--- src/rtl/ssv_pkg.sv ---
// shared types and constants for the sorted symbol vocabulary
// command and result words, cell probe flags, mode and status codes
// no dependencies
package ssv_pkg;

  // one input word
  typedef struct packed {
    logic [1:0] mode;
    logic [7:0] symbol;
    logic [7:0] position;
    logic       end_of_text;
  } command_t;

  // one result word
  typedef struct packed {
    logic [7:0] symbol_out;
    logic [7:0] rank;
    logic [1:0] status;
    logic [8:0] entries;
    logic       last_out;
  } result_t;

  // registered compare flags of one cell
  typedef struct packed {
    logic       first_ge;
    logic       eq;
    logic [7:0] pick;
  } probe_t;

  // registered summary of one group of cells
  typedef struct packed {
    logic       first_seen;
    logic       found;
    logic [7:0] pick;
  } group_sum_t;

  // mode codes
  localparam logic [1:0] MODE_INSERT = 2'd0;
  localparam logic [1:0] MODE_ENCODE = 2'd1;
  localparam logic [1:0] MODE_DECODE = 2'd2;

  // status codes
  localparam logic [1:0] STATUS_OK      = 2'd0;
  localparam logic [1:0] STATUS_PRESENT = 2'd1;
  localparam logic [1:0] STATUS_MISS    = 2'd2;
  localparam logic [1:0] STATUS_FULL    = 2'd3;

  // cells per reduction group
  localparam int GROUP_SIZE = 16;

  typedef enum logic [1:0] {
    S_IDLE,
    S_COMPARE,
    S_REDUCE,
    S_FINISH
  } state_t;

endpackage

--- src/rtl/ssv_group.sv ---
// registered or-reduction of the probe flags of one group of cells
// depends on ssv_pkg
module ssv_group import ssv_pkg::*; #(
  parameter int BASE  = 0,
  parameter int SIZE  = 16,
  parameter int IDX_W = 8
) (
  input  logic               clk,
  input  logic               en,
  input  probe_t [SIZE-1:0]  probes,
  output group_sum_t         sum,
  output logic [IDX_W-1:0]   at
);

  group_sum_t       sum_next;
  logic [IDX_W-1:0] at_next;

  always_comb begin
    sum_next = '0;
    at_next  = '0;
    for (int j = 0; j < SIZE; j++) begin
      sum_next.first_seen = sum_next.first_seen | probes[j].first_ge;
      sum_next.found      = sum_next.found | probes[j].eq;
      sum_next.pick       = sum_next.pick | probes[j].pick;
      if (probes[j].first_ge) begin
        at_next = at_next | IDX_W'(BASE + j);
      end
    end
  end

  always_ff @(posedge clk) begin
    if (en) begin
      sum <= sum_next;
      at  <= at_next;
    end
  end

endmodule

--- config.mk ---
export PLATFORM = sky130hd
export DESIGN_NAME = ssv_group
export DESIGN_NICKNAME = d
export VERILOG_FILES = /design/src/rtl/ssv_pkg.sv /design/src/rtl/ssv_group.sv
export SDC_FILE = /design/constraint.sdc
export NUM_CORES = 1
export LEC_CHECK = 0
export ABC_AREA = 1
export BUFFER_PORTS_ARGS = -buffer_cell sky130_fd_sc_hd__clkbuf_2
export CAP_MARGIN = 20
export CORE_MARGIN = 10
export CORE_UTILIZATION = 30
export CTS_BUF_LIST = sky130_fd_sc_hd__clkbuf_2
export CTS_CLUSTER_DIAMETER = 100
export DETAILED_ROUTE_END_ITERATION = 6
export GPL_TIMING_DRIVEN = 0
export PLACE_DENSITY = 0.86
export SLEW_MARGIN = 10
export SYNTH_ARGS = -nofsm -noshare
export SYNTH_HDL_FRONTEND = slang
export SYNTH_SLANG_ARGS = --single-unit
--- constraint.sdc ---
create_clock -name clk -period 1.6 [get_ports clk]
set_input_delay 0.24 -clock clk [delete_from_list [all_inputs] [get_ports clk]]
set_output_delay 0.24 -clock clk [all_outputs]
set_load 0.1 [all_outputs]
# After elaboration in Yosys (flattened, before gate mapping)

Index checks and enable logic that the tools add are counted.

Multipliers: 0
Shifts and indexed selects: 0
Bitwise operators: 45
Add/sub/neg operators: 0
Reduce and logical (&&, ||, !) cells: 3
Mux-type cells: 14
$lt $le $gt $ge: 0
Equality and inequality tests: 0
Div/mod/pow operators: 0

Operators by type and width:

| cell               | number |
|---|---|
| bitwise OR 8 bit   | 15 |
| bitwise OR 1 bit   | 30 |
| 2-to-1 mux 4 bit   | 7 |
| 2-to-1 mux 3 bit   | 4 |
| OR reduction 8 bit | 1 |
| 2-to-1 mux 2 bit   | 2 |
| OR reduction 4 bit | 1 |
| OR reduction 2 bit | 1 |
| 2-to-1 mux 1 bit   | 1 |

Bits in latches: 0
Memories: 0
Bits in writable memories: 0
Flip-flop bits (word level): 18
ROM bits: 0
Word-level logic and storage cells: 70

# Longest topological paths before layout

Gate-level depths: netlist of run 1.

Depth after elaboration: 15
Mapped depth: 4
Gate-level depth less buffers: 4

# Least setup slack after synthesis of run 1

No wires, ideal clock.

Path type: flip-flop to output port
Start: register at[0]
End: output port at[0]
Setup slack: 456 ps
Cell stages (with the launch flop): 1
Data arrival time: 904 ps
Cell sequence: edfxtp_1

RTL lines:

| element                  | line            | RTL |
|---|---|---|
| start: declaration       | ssv_group.sv:12 | `output logic [IDX_W-1:0] at` |
| start signal: assignment | ssv_group.sv:34 | `at <= at_next;` |

No word-level cell between the ends.

# Worst setup path after layout of run 1

Start: register at[1]
End: output port at[1]

No word-level cell between the ends.

==> flow_summary.toml, run 1 <==
[timing]
finalCritPeriodShare_pct = 84.4
worst_pin_slew_ns = 0.582
drv_slew = 0
finalCriticalPeriod_ns = 1.35
finalHoldWorstSlack_ns = 0.249
finalSetupViolCount = 0
hold_viol_final = 0
tns_ns = 0
slew_headroom_pct = 61.4
max_freq_ghz = 0.740
rsz0062_at_grt = "false"

[worst_setup_path]
criticalPathCategory = "reg -> out"
worst_setup_path_start_kind = "flip-flop"
critPathArrivalTime_ns = 1.11
timing.critical_path.to_type = "primary output"
worst-path-buf-inv = 1
crit_family = "buffers and inverters"
cp.required_ns = 1.36
max_stage_delay_ns = 0.47
cpMaxStageDelayCell = "clkbuf_2"
path_cells = "clkbuf_2"
worstPathMaxFanout = 1

[layout]
diodes = 0
fin_nets = 523
area.growth.synth_to_final_pct = 90.4
seqCellArea_um2 = 420
fillCellCount = 327
multi_input_area_um2 = 623
layout-drive-gt1-share_pct = 51.4
design_area_um2 = 2030

[synthesis]
ys_seq_area_share_pct = 39.4
syn_inst = 178
ys_ff_latch = 14
synth_top_family_by_area = "simple AND/OR/NAND/NOR gates"
ys_types = 10
synthesis.area_um2 = 1070
synth-adder-area-share_pct = 0
syn_avg_cell_area_um2 = 5.99
yosys.area_share.simple_pct = 57.0
ys_warn_count = 0
muxShareOfSynthArea_pct = 0
synth_xor_area_share_pct = 0
synth_compound_area_share_pct = 0

[clock_tree]
cts_tree = "done"
cts_setup_buffers = 0
clock_tree.htree_level_count = 1
clockBufferDepth = 2
root_buffer = "clkbuf_2"
numCtsBuffers = 3
cts_num_sinks = 14
holdBufCountCts = 0
ctsResizeCount = 0
path_clk_slew_ns = 0.14

[routing]
drtIter0Drc = 17
wl_mm = 5.08
drc = 0
ant_nets = 0
dr.pass1.iters = 4
wire_per_inst_um = 12.5
detail_route.vias_per_cell = 4.15
dr_total_vias = 1684

[global_routing]
grt_pass1_wl_mm = 7.76
grt_pass1_vias = 1837
use_met1_pct = 12.5
overflow = 0
grt_max_degree = 15
grt_busiest_layer = "met2"
antenna_found_initial = 0
grtUsageMet2_pct = 29.5
grtUsageMet3_pct = 8.78
grtUsageTotal_pct = 15.1

[pwr]
total_power_uw = 1070
peakVddDrop_mv = 0.268
p_per_area_nw_per_um2 = 527
leakagePower_uw = 0.00112

[floorplan]
dieArea_um2 = 6340
ios = 180
core_area_um2 = 3390
start_util_pct = 31.5
dieHeight_um = 79.6
die_w_um = 79.6
rows = 21

[place]
placedInstanceArea_um2 = 2010
place_congestion = 0.865
numPortBuffers = 175
hpwl_mm = 4.89

[outcome]
outcome = "finished clean"

[worst_hold_path]
hold_path_class = "in -> reg"

[flow_run]
cap_violations = 0
power by group:
group | total, µW | internal, µW | switching (µW)
clock | 170 | 54.3 | 116
sequential | 424 | 420 | 4.40
combinational | 474 | 187 | 287
path summary, 6_finish.rpt:
kind / cells past startpoint / start / endpoint
setup / recovery: 1 / at[1] / at[1]
hold / removal: 3 / probes[89] / at[3]
layout make-up:
type,count,area share [%]
repair buffers,175,43.2
multi-input cells,162,30.7
flip-flops and latches,14,20.7
well taps,46,2.84
plain buffers,4,1.48
clock buffers,3,0.740
clock inverters,1,0.185
inverters,1,0.185
cells in the mapped netlist:
library cell	number	share of area [%]
nor2_1	101	36
and2_1	1	0.59
conb_1	1	0.35
nand3_1	2	0.94
edfxtp_1	14	39
nand2_1	50	18
nand4_1	1	0.59
inv_1	1	0.35
nor2_2	3	1.8
buf_4	4	2.8
sequential cells by signal (all words and copies together), names as in the netlist:
name and cells:
sum 10, at 4
metrics by stage:
step / std cells / setup WS [ns] / util [%]
2_1_floorplan: 181 / 0.456 / -
3_3_place_gp: 402 / 0.570 / 59.3
3_5_place_dp: 402 / 0.561 / 59.3
5_1_grt: 406 / 0.185 / 59.9
6_report: 406 / 0.249 / 59.9
4_1_cts: 406 / 0.215 / 59.9
placed cells by master, fill, tap and decap left out:
cell / count
inv_1: 1
conb_1: 4
nor2_2: 3
and2_1: 1
nand2_1: 50
nand4_1: 1
edfxtp_1: 14
clkinv_1: 1
nor2_1: 101
clkbuf_2: 178
nand3_1: 2
buf_4: 4
cell families (layout without fill, tap and decap cells):
group / after synthesis / count (layout)
other cells: 1 / 4
simple gates: 158 / 158
buf+inv: 5 / 184
flops: 14 / 14
routing by layer:
metal  routed length [µm]  vias up
met5                    0        -
met4                   17        0
met3                  738        2
met2                 2690       94
met1                 1640      682
li1                     -      906
No activity file was read; power rests on OpenSTA's default activity.
==> run 2, diff against run 1 <==
Settings changed: ABC_AREA 1 to 0, CORE_UTILIZATION 30 to 22, PLACE_DENSITY 0.86 to 0.78.
Clock period 1.6 ns to 1.1 ns, I/O delays scaled along.
==> flow_summary.toml, run 2 <==
[routing]
wl_mm = 4.90
detail_route.vias_per_cell = 4.68
dr_total_vias = 1436
drtIter0Drc = 11
wire_per_inst_um = 16.0
drc = 0
ant_nets = 0
dr.pass1.iters = 4

[global_routing]
use_met1_pct = 11.0
overflow = 0
antenna_found_initial = 0
grtUsageMet2_pct = 24.6
grtUsageMet3_pct = 7.28
grt_busiest_layer = "met2"
grtUsageTotal_pct = 13.0
grt_pass1_wl_mm = 6.85
grt_pass1_vias = 1627
grt_max_degree = 15

[worst_setup_path]
cpMaxStageDelayCell = "edfxtp_1"
crit_family = "flip-flops"
max_stage_delay_ns = 0.44
cp.required_ns = 0.94
path_cells = "buf_8"
timing.critical_path.to_type = "primary output"
worst_setup_path_start_kind = "flip-flop"
worst-path-buf-inv = 1
critPathArrivalTime_ns = 0.90
worstPathMaxFanout = 1
criticalPathCategory = "reg -> out"

[worst_hold_path]
hold_path_class = "in -> reg"

[synthesis]
syn_avg_cell_area_um2 = 10.6
synthesis.area_um2 = 820
yosys_most_used_dff = "edfxtp_1"
synth_edf_count = 14
synth_top_area_share_pct = 51.3
yosysMostFrequentCell = "nor4_1"
ys_ff_latch = 14
ys_types = 7
netlist_top_cells_count = "42 x nor4_1, 14 x edfxtp_1, 10 x nand4_1"
syn_inst = 77
ys_warn_count = 0
synth-async-reset-ratio_pct = 0
yosys-top-cells-area = "edfxtp_1 51%, nor4_1 32%, nand4_1 7.6%, buf_4 3.7%, nor4_2 3.1%"
ys_seq_area_share_pct = 51.3
yosysTopAreaCell = "edfxtp_1"

[pwr]
leakagePower_uw = 0.000986
p_per_area_nw_per_um2 = 809
peakVddDrop_mv = 0.366

[timing]
drv_slew = 0
finalCritPeriodShare_pct = 97.2
finalHoldWorstSlack_ns = 0.158
max_freq_ghz = 0.936
hold_viol_final = 0
finalSetupViolCount = 0
tns_ns = 0
rsz0062_at_grt = "true"
finalCriticalPeriod_ns = 1.07

[flow_run]
cap_violations = 0

[floorplan]
dieArea_um2 = 6570
dieHeight_um = 81.0
core_area_um2 = 3630
ios = 180
die_w_um = 81.0
start_util_pct = 22.6
rows = 22

[clock_tree]
root_buffer = "clkbuf_2"
cts_num_sinks = 14
path_clk_slew_ns = 0.13
numCtsBuffers = 3
clockBufferDepth = 2
cts_tree = "done"
clock_tree.htree_level_count = 1
holdBufCountCts = 0

[place]
place_congestion = 0.848
hpwl_mm = 4.64
numPortBuffers = 175

[layout]
final_common_cell = "clkbuf_2"
largest_register_ffs = 10
fin_nets = 422
area.growth.synth_to_final_pct = 135
final_cell_mix = "164 x clkbuf_2, 42 x nor4_1, 14 x edfxtp_1"
reg.largest.list = "sum (10), at (4)"
diodes = 0
layout-drive-gt1-share_pct = 71.0
top_register = "sum"
final_core_util_pct = 52.9
fillCellCount = 341

[outcome]
outcome = "finished clean"
==> run 2: power breakdown <==
group / internal (µW) / switching [µW]
Clock: 79.0 / 159
Sequential: 612 / 16.3
Combinational: 299 / 391
==> run 2: logic make-up after synthesis <==
| family | share of synthesized area (%) |
|---|---|
| buffers and inverters | 3.66 |
| DFF | 51.3 |
| other | 0.458 |
| and+or+nand+nor | 44.6 |
==> run 2: metal layers <==
metal / share of wire (%) / up-vias / wire length (µm)
met5: 0 / - / 0
met4: 0.63 / 0 / 31
met3: 17 / 2 / 810
met2: 54 / 96 / 2640
met1: 29 / 629 / 1420
li1: - / 709 / -
==> run 2: path summary, 6_finish.rpt <==
path  slack (ns)        start  depth (start not counted)     end
max         0.03       sum[5]                          1  sum[5]
min         0.16  probes[150]                          3  sum[0]
==> run 2: timing repair <==
item                       4_1_cts  5_1_grt
gates resized for setup         28       12
setup buffers                    0        0
setup endpoints to repair       14       12
==> run 2: cell type report <==
type                    count  area [µm²]  area share, %
repair buffers            175        1010           52.7
flip-flops and latches     14         420           21.9
multi-input cells          62         380           19.8
well taps                  48        60.1           3.12
plain buffers               4        30.0           1.56
clock buffers               3        15.0          0.781
clock inverters             1        3.75          0.195
==> run 2: metrics by stage <==
step                worst slack [ns]  area, µm²  power, µW  cells
floorplan                     0.0310        831        936     80
global placement              0.0701       1770       1260    303
detailed placement            0.0596       1770       1270    303
CTS                          -0.0217       1910       1570    307
global route                 -0.0232       1920       1640    307
finish                        0.0312       1920       1560    307
