==> src/rtl/ssv_pkg.sv <==
// shared types and constants for the sorted symbol vocabulary
// command and result words, cell probe flags, mode and status codes
// no dependencies
package ssv_pkg;

  // one input word
  typedef struct packed {
    logic [1:0] mode;
    logic [7:0] symbol;
    logic [7:0] position;
    logic       end_of_text;
  } command_t;

  // one result word
  typedef struct packed {
    logic [7:0] symbol_out;
    logic [7:0] rank;
    logic [1:0] status;
    logic [8:0] entries;
    logic       last_out;
  } result_t;

  // registered compare flags of one cell
  typedef struct packed {
    logic       first_ge;
    logic       eq;
    logic [7:0] pick;
  } probe_t;

  // registered summary of one group of cells
  typedef struct packed {
    logic       first_seen;
    logic       found;
    logic [7:0] pick;
  } group_sum_t;

  // mode codes
  localparam logic [1:0] MODE_INSERT = 2'd0;
  localparam logic [1:0] MODE_ENCODE = 2'd1;
  localparam logic [1:0] MODE_DECODE = 2'd2;

  // status codes
  localparam logic [1:0] STATUS_OK      = 2'd0;
  localparam logic [1:0] STATUS_PRESENT = 2'd1;
  localparam logic [1:0] STATUS_MISS    = 2'd2;
  localparam logic [1:0] STATUS_FULL    = 2'd3;

  // cells per reduction group
  localparam int GROUP_SIZE = 16;

  typedef enum logic [1:0] {
    S_IDLE,
    S_COMPARE,
    S_REDUCE,
    S_FINISH
  } state_t;

endpackage

==> src/rtl/ssv_cell.sv <==
// one slot of the sorted table: holds a byte, compares it and shifts it up
// depends on ssv_pkg
module ssv_cell import ssv_pkg::*; #(
  parameter int INDEX = 0,
  parameter int CNT_W = 9
) (
  input  logic             clk,
  input  logic [7:0]       symbol,
  input  logic [7:0]       position,
  input  logic [CNT_W-1:0] count,
  input  logic             probe_en,
  input  logic             shift_en,
  input  logic             prev_lt_now,
  input  logic             prev_lt,
  input  logic [7:0]       prev_data,
  output logic             lt_now,
  output logic             lt,
  output logic [7:0]       data,
  output probe_t           probe
);

  logic held;

  always_comb begin
    held   = CNT_W'(INDEX) < count;
    lt_now = held && (data < symbol);
  end

  always_ff @(posedge clk) begin
    if (probe_en) begin
      lt             <= lt_now;
      probe.first_ge <= !lt_now && prev_lt_now;
      probe.eq       <= held && (data == symbol);
      probe.pick     <= (position == 8'(INDEX)) ? data : 8'd0;
    end
    // smaller entries stay, the insert place takes the symbol, the rest move up
    if (shift_en && !lt) begin
      data <= prev_lt ? symbol : prev_data;
    end
  end

endmodule

==> config.mk <==
export PLATFORM = sky130hd
export DESIGN_NAME = ssv_cell
export DESIGN_NICKNAME = d
export VERILOG_FILES = /design/src/rtl/ssv_pkg.sv /design/src/rtl/ssv_cell.sv
export SDC_FILE = /design/constraint.sdc
export NUM_CORES = 1
export LEC_CHECK = 0
export BUFFER_PORTS_ARGS = -buffer_cell sky130_fd_sc_hd__buf_4
export CAP_MARGIN = 20
export CORE_MARGIN = 4
export CORE_UTILIZATION = 40
export DETAILED_ROUTE_END_ITERATION = 7
export PLACE_DENSITY = 0.79
export SLEW_MARGIN = 5
export SYNTH_ARGS = -nofsm -noshare
export SYNTH_HDL_FRONTEND = slang
export SYNTH_SLANG_ARGS = --single-unit
==> constraint.sdc <==
create_clock -name clk -period 2.3 [get_ports clk]
set_input_delay 0.115 -clock clk [delete_from_list [all_inputs] [get_ports clk]]
set_output_delay 0.115 -clock clk [all_outputs]
set_load 0.01 [all_outputs]
## Word-level counts from Yosys, hierarchy flattened

Cells that the tools add are included.
Widths: inputs -> output; s select.

| operators by class | value |
|---|---|
| add/subtract/negate cells | 0 |
| $mul | 0 |
| div/mod/pow operators | 0 |
| $lt $le $gt $ge | 2 |
| equality and inequality tests | 1 |
| shift-type cells | 0 |
| muxes and demuxes | 1 |
| bitwise logic cells | 0 |
| reductions and logical operators | 7 |

Operators with widths:

| cell | count |
|---|---|
| $lt 1x9->1 const A | 1 |
| $eq 8x8->1 | 1 |
| $logic_not 8->1 | 1 |
| $lt 8x8->1 | 1 |
| $mux 8 | 1 |
| $logic_and 1x1->1 | 4 |
| $logic_not 1->1 | 2 |

| storage, ports and cells | value |
|---|---|
| bits in registers | 19 |
| bits in latches | 0 |
| RAM bits | 0 |
| memory bits (read-only) | 0 |
| word-level logic and storage cells | 16 |
| memories kept | 0 |

## Longest topological paths before layout

Gate-level depths: netlist of the first run.

| logic depth | value |
|---|---|
| depth after elaboration | 4 |
| gate-level depth with buffers | 6 |

## Least setup slack after synthesis of the first run

No wires, ideal clock.

| timing path | value |
|---|---|
| kind | reg-to-reg |
| start | register data[1] |
| end | register lt (data pin) |
| arrival time | 1.589 ns |
| required time | 2.021 ns |
| path slack | 0.432 ns |
| cell stages (with the launch flop) | 6 |
| period minus slack after synthesis | 1.868 ns |
| path through | edfxtp_1 > ha_1 > nor2b_1 > o211ai_1 > a21oi_1 > nor4_1 |

| on the way | value |
|---|---|
| longest elaborated chain between the ends | 2 |

Ends and longest elaborated chain:

| item | line | text |
|---|---|---|
| start: declaration | ssv_cell.sv:18 | `output logic [7:0] data,` |
| start signal: assignment | ssv_cell.sv:38 | `data <= prev_lt ? symbol : prev_data;` |
| $lt 8x8->1 | ssv_cell.sv:26 | `lt_now = held && (data < symbol);` |
| $logic_and 1x1->1 | ssv_cell.sv:26 |  |
| named net lt_now | ssv_cell.sv:16 | `output logic lt_now,` |
| end signal: assignment | ssv_cell.sv:31 | `lt <= lt_now;` |
| end: declaration | ssv_cell.sv:17 | `output logic lt,` |

The timed path passes the listed nets, and every way through them passes these cells.
A chain may end at the register's enable or synchronous reset.

## Worst setup path in the final report of the first run

| timing path | value |
|---|---|
| start | register data[1] |
| end | output port lt_now |

| on the way | value |
|---|---|
| longest elaborated chain between the ends | 2 |

Ends and longest elaborated chain:

| item | line |
|---|---|
| $lt 8x8->1 | ssv_cell.sv:26 |
| $logic_and 1x1->1 | ssv_cell.sv:26 |
| end: declaration | ssv_cell.sv:16 |

Every way passes these cells.

==> key figures, run 1 <==
Route
  – First-iteration detailed-routing DRC count: 13
  – 1st-pass router iterations: 2
  – Final ANT Viol Nets: 0
  – Wirelength per Cell: 14.2 um
  – # DRC: 0
  – Vias after detailed routing: roughly 760
  – DRT Wirelength: 2280 um
  – Via-to-Cell Ratio: around 4.7

Die
  – Die H: 57.6 um
  – # rows: 17
  – Starting Density: between 40% and 50%
  – CORE AREA: 2280 um2
  – I/O pin count: 58
  – Die ar.: roughly 3300 um2
  – Die width: 57.6 um

Yosys
  – Net Count, Synth: around 120
  – Ys Warns: 0
  – Top_reg_cell synth: edfxtp_1
  – Syn Area/Cell: roughly 14 um2
  – Synth Instances: 72
  – Sequential share of the synthesized area: approximately 58%
  – Number of flops mapped to enable cells by yosys: 19
  – Most area-consuming cells after synthesis: edfxtp_1, ha_1, mux2_2, and2_1, inv_1
  – Asr flop ratio synth: 0%
  – Post-synth cell types: 20
  – Count leader, synth: edfxtp_1
  – Area leader, netlist: edfxtp_1
  – Share of the synthesized area in the top cell type: 57.9%
  – Synthesized area: between 900 and 1000 um2
  – Most common library cells after synthesis: edfxtp_1, ha_1, inv_1, mux2_2, and2_1
  – FF+latch count, synth: 19

Placement
  – Final HPWL DP: 2010 um
  – PortBufs: 57
  – Final Wtd Congestion: 0.719

Outcome
  – Status: finished clean

Global routing
  – Vias in the first global route: 824
  – First-pass GRT wire length: between 3000 and 4000 um
  – Met1 Use GR: 15.2%
  – Pin count of the biggest net entering global routing: 12
  – Initial antenna violation count: 0
  – M3 GR Usage: about 3.3%
  – Met2 Usage GRT: approximately 27%
  – Grt ovf: 0
  – Top Usage Layer GRT: met2
  – Total GRT Usage: 14.3%

Worst setup path
  – Crit path kind: reg -> out
  – CP max stage cell: edfxtp_1
  – Cell Chain, Critical Path: ha_1 -> nor2b_1 -> o211ai_1 -> a21oi_1 -> nor4_2 -> buf_4
  – Crit path DAT: 1990 ps
  – Crit-path max FO: 3
  – Buffer and inverter count on the worst path: 1
  – Crit path launch type: flip-flop
  – Worst EP required: 2180 ps
  – Setup crit end kind: primary output
  – Max incr delay on CP: 430 ps
  – CP top delay family: simple AND/OR/NAND/NOR gates

Pwr
  – Switching Power: 168 uW
  – Cell Int Power: between 500 and 600 uW
  – Register share of total power: 56.4%
  – Clock network power share: between 20% and 30%
  – Combinational fraction of design power: between 20 and 25%
  – Worst VDD drop: ~0.00032 V
  – Lkg Pwr: 0.667 nW
  – Power density over the cells: 489 nW/um2
  – Switching share of power: 23.1%

STA
  – Rel. slew slack: between 70% and 80%
  – Crit share post-route: approximately nine tenths
  – RSZ-0062 raised after global routing: false
  – Final worst path period need: between 2000 and 2500 ps
  – Fmax: ~480 MHz
  – Clk_skew: approximately 1.6 ps
  – Worst-margin pin slew: 399 ps
  – Post-Route Setup TNS: 0 ps
  – Final hold vios: 0
  – Setup violations, final: 0
  – Slew Viols, Final: 0

Clocking
  – CTS sink cnt: 19
  – Clock transition at path regs: roughly 100 ps
  – CTS Buffer Depth: 2
  – Worst-skew pair later-pin latency: 290 ps
  – # hold bufs at CTS: 0
  – CTS Root Cell: clkbuf_4
  – CTS tree: yes
  – Inserted Clock Buffers: 3
  – H-tree depth: 1

Finish
  – Area grow syn2layout: 50.7%
  – Post-layout util: between 60% and 70%
  – # nets final: 180
  – Share of cells above drive strength 1: ~56%
  – N_diodes: 0

Hold path
  – Min-delay worst type: in -> reg

Job
  – Max-Cap Viols: 0
area by class of cell:
class / instances / area, um2
Clock buffer: 4 / 26.3
Fill cell: 172 / 792
Sequential cell: 19 / 571
Tap cell: 28 / 35.0
Multi-Input combinational cell: 44 / 387
Timing Repair Buffer: 58 / 435
Inverter: 8 / 30.0
kinds of logic (layout without fill, tap and decap cells):
family | count (synthesis) | after routing | share of synthesized area, %
and+or+nand+nor | 22 | 22 | 15.1
DFF | 19 | 19 | 57.9
buffers and inverters | 9 | 70 | 3.43
adders and majority gates | 8 | 8 | 10.2
muxes | 8 | 8 | 9.15
AOI/OAI and AO/OA | 6 | 6 | 4.19
state kept, by name, indices dropped and copies added, names as in the netlist:
| signal | cells |
|---|---|
| lt | 1 |
| data | 8 |
| probe | 10 |
repair_timing:
item,4_1_cts,5_1_grt
buffers inserted,0,0
setup endpoints to repair,0,1
resized for setup,0,1
worst paths after layout:
path	startpoint	end	slack, ps	cells after the start
max	data[1]	lt_now	200	6
min	prev_data[7]	data[7]	110	2
max reg2reg	data[1]	probe[9]	500	5
min reg2reg	data[5]	probe[5]	620	1
per-stage QoR:
step	cells	setup WS, ps	total power [mW]	hold WS [ps]	instance area, um2
floorplan	72	432	0.471	227	985
global placement	157	592	0.559	417	1450
detailed placement	157	415	0.566	422	1450
CTS	161	78.7	0.732	111	1480
global route	161	66.0	0.767	105	1480
finish	161	196	0.725	114	1480
power groups by stage:
stage	clock (mW)	combinational [mW]	sequential (mW)
final	0.168	0.149	0.409
after global routing	0.194	0.162	0.411
after CTS	0.174	0.149	0.409
after detailed placement	0	0.149	0.417
after global placement	0	0.143	0.416
after floorplan	0	0.0468	0.424
routing by layer:
layer | wire [um] | up-vias
met3 | 177 | 4
met1 | 867 | 333
met5 | 0 | -
li1 | - | 393
met2 | 1200 | 29
met4 | 32 | 0
cells in the final DEF, fill, tap and decap left out, drive strengths merged, types with 3 or more instances in the layout:
cell | Yosys | final
nor2 | 3 | 3
edfxtp | 19 | 19
and2 | 7 | 7
ha | 8 | 8
clkbuf | 1 | 4
nor4 | 3 | 3
mux2 | 8 | 8
inv | 8 | 8
buf | 0 | 58
Note: power is estimated with default switching activity, not from simulation.
==> run 2, diff against run 1 <==
--- a/config.mk
+++ b/config.mk
@@ -7,7 +7,7 @@
 export LEC_CHECK = 0
 export BUFFER_PORTS_ARGS = -buffer_cell sky130_fd_sc_hd__buf_4
 export CAP_MARGIN = 20
-export CORE_MARGIN = 4
+export CORE_MARGIN = 3
 export CORE_UTILIZATION = 40
 export DETAILED_ROUTE_END_ITERATION = 7
 export PLACE_DENSITY = 0.79
==> run 2 against run 1 <==
Compared with the run above:
- setup slack better by 9.3 ps
- clock power hardly changed
- global-route usage is 0.34 points higher
- highest routed layer unchanged
- die area is 6.8% lower
==> key figures, run 2 (same netlist as run 1, synthesis figures left out) <==
Placement
  – Final Wtd Congestion: 0.727 (was 0.719)
  – Dpl ws: 431 ps (was 415 ps)
  – Final HPWL DP: 1890 um (was 2010 um)
  – PortBufs: 57 (unchanged)

Global routing
  – Pin count of the biggest net entering global routing: 12 (unchanged)
  – First-pass GRT wire length: 3540 um (was 3610 um)
  – Vias in the first global route: 825 (was 824)
  – Initial antenna violation count: 0 (unchanged)
  – Total GRT Usage: 14.6% (was 14.3%)
  – Grt ovf: 0 (unchanged)

Pwr
  – Lkg Pwr: 0.667 nW (unchanged)
  – Clock network power share: 23.2% (was 23.1%)
  – Cell Int Power: 558 uW (about the same)
  – Switching share of power: 23.2% (was 23.1%)
  – Register share of total power: 56.3% (was 56.4%)
  – Combinational fraction of design power: 20.5% (about the same)
  – Power density over the cells: 489 nW/um2 (about the same)
  – Switching Power: 168 uW (about the same)
  – Worst VDD drop: 0.000440 V (was 0.000325 V)

Finish
  – # nets final: 180 (unchanged)
  – Share of cells above drive strength 1: 55.6% (unchanged)
  – N_diodes: 0 (unchanged)
  – Regs by FF count: probe (10), data (8), lt (1) (unchanged)
  – Post-layout util: 65.2% (unchanged)
  – Max reg flops: 10 (unchanged)
  – Most frequent cells in the layout: buf_4, edfxtp_1, inv_1, mux2_2, ha_1 (unchanged)
  – Most common cell after layout, fill and taps aside: buf_4 (unchanged)
  – Area grow syn2layout: 50.7% (unchanged)
  – Largest register by flop count: probe (unchanged)

STA
  – Crit share post-route: 91.1% (was 91.5%)
  – Rel. slew slack: 74.8% (was 73.2%)
  – Setup violations, final: 0 (unchanged)
  – Setup ws final: 205 ps (was 196 ps)
  – Post-Route Setup TNS: 0 ps (unchanged)
  – Hold Worst Slack: 110 ps (was 114 ps)
  – Fmax: 477 MHz (was 475 MHz)
  – Clk_skew: 2.00 ps (was 1.61 ps)
  – Final worst path period need: 2100 ps (about the same)
  – RSZ-0062 raised after global routing: false (unchanged)
  – Worst-margin pin slew: 375 ps (was 399 ps)
  – Final hold vios: 0 (unchanged)
  – Slew Viols, Final: 0 (unchanged)

Clocking
  – CTS sink cnt: 19 (unchanged)
  – Worst-skew pair later-pin latency: 300 ps (was 290 ps)
  – # hold bufs at CTS: 0 (unchanged)
  – Inserted Clock Buffers: 3 (unchanged)
  – CTS Buffer Depth: 2 (unchanged)
  – H-tree depth: 1 (unchanged)
  – Clock transition at path regs: 100 ps (about the same)
  – CTS tree: yes (unchanged)
  – CTS Root Cell: clkbuf_4 (unchanged)

Worst setup path
  – Setup crit end kind: primary output (unchanged)
  – Critical R2R Launch: data[1] (unchanged)
  – RR Endpoint: probe[9] (unchanged)
  – CP max stage cell: edfxtp_1 (unchanged)
  – Reg2Reg Depth: 5 (unchanged)
  – Crit-path max FO: 3 (unchanged)
  – Max incr delay on CP: 430 ps (about the same)
  – Worst EP required: 2180 ps (about the same)
  – R2R setup slack: 490 ps (was 500 ps)
  – Cell Chain, Critical Path: ha_1 -> nor2b_1 -> o211ai_1 -> a21oi_1 -> nor4_2 -> buf_4 (unchanged)
  – Crit path from: data[1] (unchanged)
  – Crit path launch type: flip-flop (unchanged)
  – Crit path DAT: 1980 ps (was 1990 ps)
  – CP top delay family: simple AND/OR/NAND/NOR gates (unchanged)
  – Crit path kind: reg -> out (unchanged)
  – Buffer and inverter count on the worst path: 1 (unchanged)

Die
  – Starting Density: 43.3% (unchanged)
  – Die ar.: 3090 um2 (was 3320 um2)
  – # rows: 17 (unchanged)
  – CORE AREA: 2280 um2 (unchanged)
  – I/O pin count: 58 (unchanged)
  – Die width: 55.6 um (was 57.6 um)
  – Die H: 55.6 um (was 57.6 um)

Route
  – Final ANT Viol Nets: 0 (unchanged)
  – Via-to-Cell Ratio: 4.78 (was 4.71)
  – 1st-pass router iterations: 2 (unchanged)
  – # DRC: 0 (unchanged)
  – Vias after detailed routing: 770 (was 759)
  – First-iteration detailed-routing DRC count: 3 (was 13)
  – DRT Wirelength: 2200 um (was 2280 um)
  – Wirelength per Cell: 13.7 um (was 14.2 um)

Hold path
  – Min-delay worst type: in -> reg (unchanged)
  – Hold Path End: data[7] (unchanged)
  – HP Start: prev_data[7] (unchanged)
  – Hold-critical path depth: 2 (unchanged)

Job
  – Max-Cap Viols: 0 (unchanged)

Outcome
  – Status: finished clean (unchanged)
## run 2: cell counts in the layout (fill, tap and decap cells not counted)
Identical to the previous run, type by type.
## run 2: metal layers
layer | global-route usage, % | routed length, um | vias to the layer above
met3 | 3.02 | 121 | 3
li1 | - | - | 393
met1 | 16.4 | 879 | 346
met5 | 0 | 0 | -
met2 | 27.5 | 1190 | 28
met4 | 4.17 | 19 | 0
## run 2: worst register-to-register path, stage by stage (launching register included)
cell      delay, ps
edfxtp_1        430
ha_1            320
nor2b_1         140
o211ai_1        150
a21oi_1         110
o41a_1          420
## run 2: layout make-up
cell class                 instances  area (um2)
tap                               28        35.0
multi-input combinational         44         387
fill                             181         792
timing repair buffer              58         435
clock buffer                       4        26.3
sequential                        19         571
inverter                           8        30.0
## run 2: how the worst max path moves through the flow
stage               cells past startpoint  endpoint  slack, ps
floorplan                               5        lt        430
global placement                        6    lt_now        540
detailed placement                      6    lt_now        430
CTS                                     6    lt_now         90
global route                            6    lt_now         70
finish                                  6    lt_now        200
## run 2: repair_timing
action | 4_1_cts | 5_1_grt
setup endpoints to repair | 0 | 1
setup buffers | 0 | 0
gates resized for setup | 0 | 1
## run 2: through the flow
stage | area, um2 | power, mW | cells
final | 1480 | 0.726 | 161
after global routing | 1480 | 0.762 | 161
after CTS | 1480 | 0.726 | 161
after detailed placement | 1450 | 0.566 | 157
after global placement | 1450 | 0.559 | 157
after floorplan | 985 | 0.471 | 72
## run 2: power groups by stage
stage | Clock (mW) | Sequential [mW] | Combinational [mW]
3_5_place_dp | 0 | 0.417 | 0.149
5_1_grt | 0.189 | 0.411 | 0.163
4_1_cts | 0.167 | 0.409 | 0.149
2_1_floorplan | 0 | 0.424 | 0.0468
3_3_place_gp | 0 | 0.416 | 0.143
6_report | 0.169 | 0.409 | 0.149
==> run 3, diff against run 2 <==
--- a/config.mk
+++ b/config.mk
@@ -10,7 +10,7 @@
 export CORE_MARGIN = 3
 export CORE_UTILIZATION = 40
 export DETAILED_ROUTE_END_ITERATION = 7
-export PLACE_DENSITY = 0.79
+export PLACE_DENSITY = 0.74
 export SLEW_MARGIN = 5
 export SYNTH_ARGS = -nofsm -noshare
 export SYNTH_HDL_FRONTEND = slang
==> run 3 against run 2 <==
Compared with the run above:
- die area did not move
- clock skew rose by 10 ps
- maximum frequency rose by 2.2%
==> key figures, run 3 (same netlist as run 1, synthesis figures left out) <==
Finish
  – Largest register by flop count: probe (unchanged)
  – Multi-input logic area: 387 um2 (unchanged)
  – Share of cells above drive strength 1: 56.1% (was 55.6%)
  – Max reg flops: 10 (unchanged)
  – # nets final: 179 (was 180)
  – Final Cell Area: 1480 um2 (about the same)
  – Filler Cell Count: 176 (was 181)
  – Area grow syn2layout: 50.1% (was 50.7%)
  – Regs by FF count: probe (10), data (8), lt (1) (unchanged)
  – Most common cell after layout, fill and taps aside: buf_4 (unchanged)
  – Most frequent cells in the layout: buf_4, edfxtp_1, inv_1, mux2_2, ha_1 (unchanged)
  – FF/Latch Area: 571 um2 (unchanged)
  – N_diodes: 0 (unchanged)

Die
  – Starting Density: 43.3% (unchanged)
  – CORE AREA: 2280 um2 (unchanged)
  – Die width: 55.6 um (unchanged)
  – Die ar.: 3090 um2 (unchanged)
  – Die H: 55.6 um (unchanged)
  – # rows: 17 (unchanged)
  – I/O pin count: 58 (unchanged)

Clocking
  – CTS sink cnt: 19 (unchanged)
  – Clock transition at path regs: 120 ps (was 100 ps)
  – # hold bufs at CTS: 0 (unchanged)
  – Inserted Clock Buffers: 3 (unchanged)
  – Worst-skew pair later-pin latency: 300 ps (about the same)
  – H-tree depth: 1 (unchanged)
  – CTS Buffer Depth: 2 (unchanged)
  – CTS tree: yes (unchanged)
  – CTS Root Cell: clkbuf_4 (unchanged)

Placement
  – Dpl ws: 519 ps (was 431 ps)
  – Final HPWL DP: 1920 um (was 1890 um)
  – PortBufs: 57 (unchanged)
  – Final Wtd Congestion: 0.694 (was 0.727)
  – Total placed instance area: 1440 um2 (was 1450 um2)

STA
  – Setup violations, final: 0 (unchanged)
  – Fmax: 488 MHz (was 477 MHz)
  – Worst-margin pin slew: 747 ps (was 375 ps)
  – Setup ws final: 249 ps (was 205 ps)
  – RSZ-0062 raised after global routing: false (unchanged)
  – Clk_skew: 12.2 ps (was 2.00 ps)
  – Rel. slew slack: 50.1% (was 74.8%)
  – Final worst path period need: 2050 ps (was 2100 ps)
  – Post-Route Setup TNS: 0 ps (unchanged)
  – Final hold vios: 0 (unchanged)
  – Slew Viols, Final: 0 (unchanged)
  – Crit share post-route: 89.2% (was 91.1%)

Job
  – Max-Cap Viols: 0 (unchanged)

Hold path
  – Min-delay worst type: in -> reg (unchanged)
  – Hold-critical path depth: 2 (unchanged)

Route
  – DRT Wirelength: 2210 um (was 2200 um)
  – Via-to-Cell Ratio: 4.85 (was 4.78)
  – First-iteration detailed-routing DRC count: 15 (was 3)
  – Vias after detailed routing: 776 (was 770)
  – Final ANT Viol Nets: 0 (unchanged)
  – # DRC: 0 (unchanged)
  – 1st-pass router iterations: 3 (was 2)
  – Wirelength per Cell: 13.8 um (was 13.7 um)

Global routing
  – Vias in the first global route: 858 (was 825)
  – First-pass GRT wire length: 3670 um (was 3540 um)
  – Total GRT Usage: 14.8% (was 14.6%)
  – Grt ovf: 0 (unchanged)
  – Pin count of the biggest net entering global routing: 12 (unchanged)
  – Initial antenna violation count: 0 (unchanged)

Pwr
  – Power density over the cells: 492 nW/um2 (was 489 nW/um2)
  – Worst VDD drop: 0.000344 V (was 0.000440 V)
  – Final Total Pwr: 727 uW (was 726 uW)
  – Lkg Pwr: 0.665 nW (was 0.667 nW)

Worst setup path
  – Worst EP required: 2180 ps (about the same)
  – Crit path DAT: 1940 ps (was 1980 ps)
  – Number of cells on the critical path: 6 (unchanged)
  – Cell Chain, Critical Path: ha_1 -> nor2b_1 -> o211ai_1 -> a21oi_1 -> nor4_2 -> buf_4 (unchanged)
  – Buffer and inverter count on the worst path: 1 (unchanged)
  – Setup crit end kind: primary output (unchanged)
  – Max incr delay on CP: 440 ps (was 430 ps)
  – CP top delay family: flip-flops (was simple AND/OR/NAND/NOR gates)
  – CP max stage cell: edfxtp_1 (unchanged)
  – Reg2Reg Depth: 5 (unchanged)
  – Crit-path max FO: 3 (unchanged)
  – Crit path launch type: flip-flop (unchanged)
  – Crit path kind: reg -> out (unchanged)

Outcome
  – Status: finished clean (unchanged)
-- run 3: per-stage QoR --
stage	std cells	util, %	hold slack, ps
after floorplan	72	-	227
after global placement	156	63.4	417
after detailed placement	156	63.4	421
after CTS	160	64.7	112
after global routing	160	64.9	103
final	160	64.9	106
-- run 3: area by class of cell --
class                           instances  share of cell area [%]
Inverter                                8                    2.03
Timing Repair Buffer                   57                    29.0
Clock inverter                          1                   0.339
Sequential cell                        19                    38.6
Tap cell                               28                    2.37
Clock buffer                            3                    1.52
Multi-Input combinational cell         44                    26.2
-- run 3: metal layers --
metal	vias up	track usage (%)	routed length, um
li1	388	-	-
met3	8	2.32	107
met1	353	16.6	862
met4	0	6.25	63
met5	-	0	0
met2	27	27.5	1180
-- run 3: final timing paths --
path           startpoint        to  slack, ps
max reg2reg       data[1]  probe[9]        480
max               data[1]    lt_now        250
min reg2reg       data[4]  probe[4]        620
min          prev_data[6]   data[6]        110
-- run 3: report_power, final --
| part | switching, mW | leakage (nW) | internal [mW] | total (mW) |
|---|---|---|---|---|
| sequential | 0.00821 | 0.187 | 0.401 | 0.409 |
| clock | 0.107 | 0.0177 | 0.0648 | 0.172 |
| combinational | 0.0576 | 0.460 | 0.0884 | 0.146 |
| total | 0.173 | 0.665 | 0.554 | 0.727 |
-- run 3: repair_timing --
action                                  in CTS  in global routing
setup buffers                                0                  0
hold endpoints to repair                     0                  0
endpoints found under the setup margin       0                  1
resized for setup                            0                  1
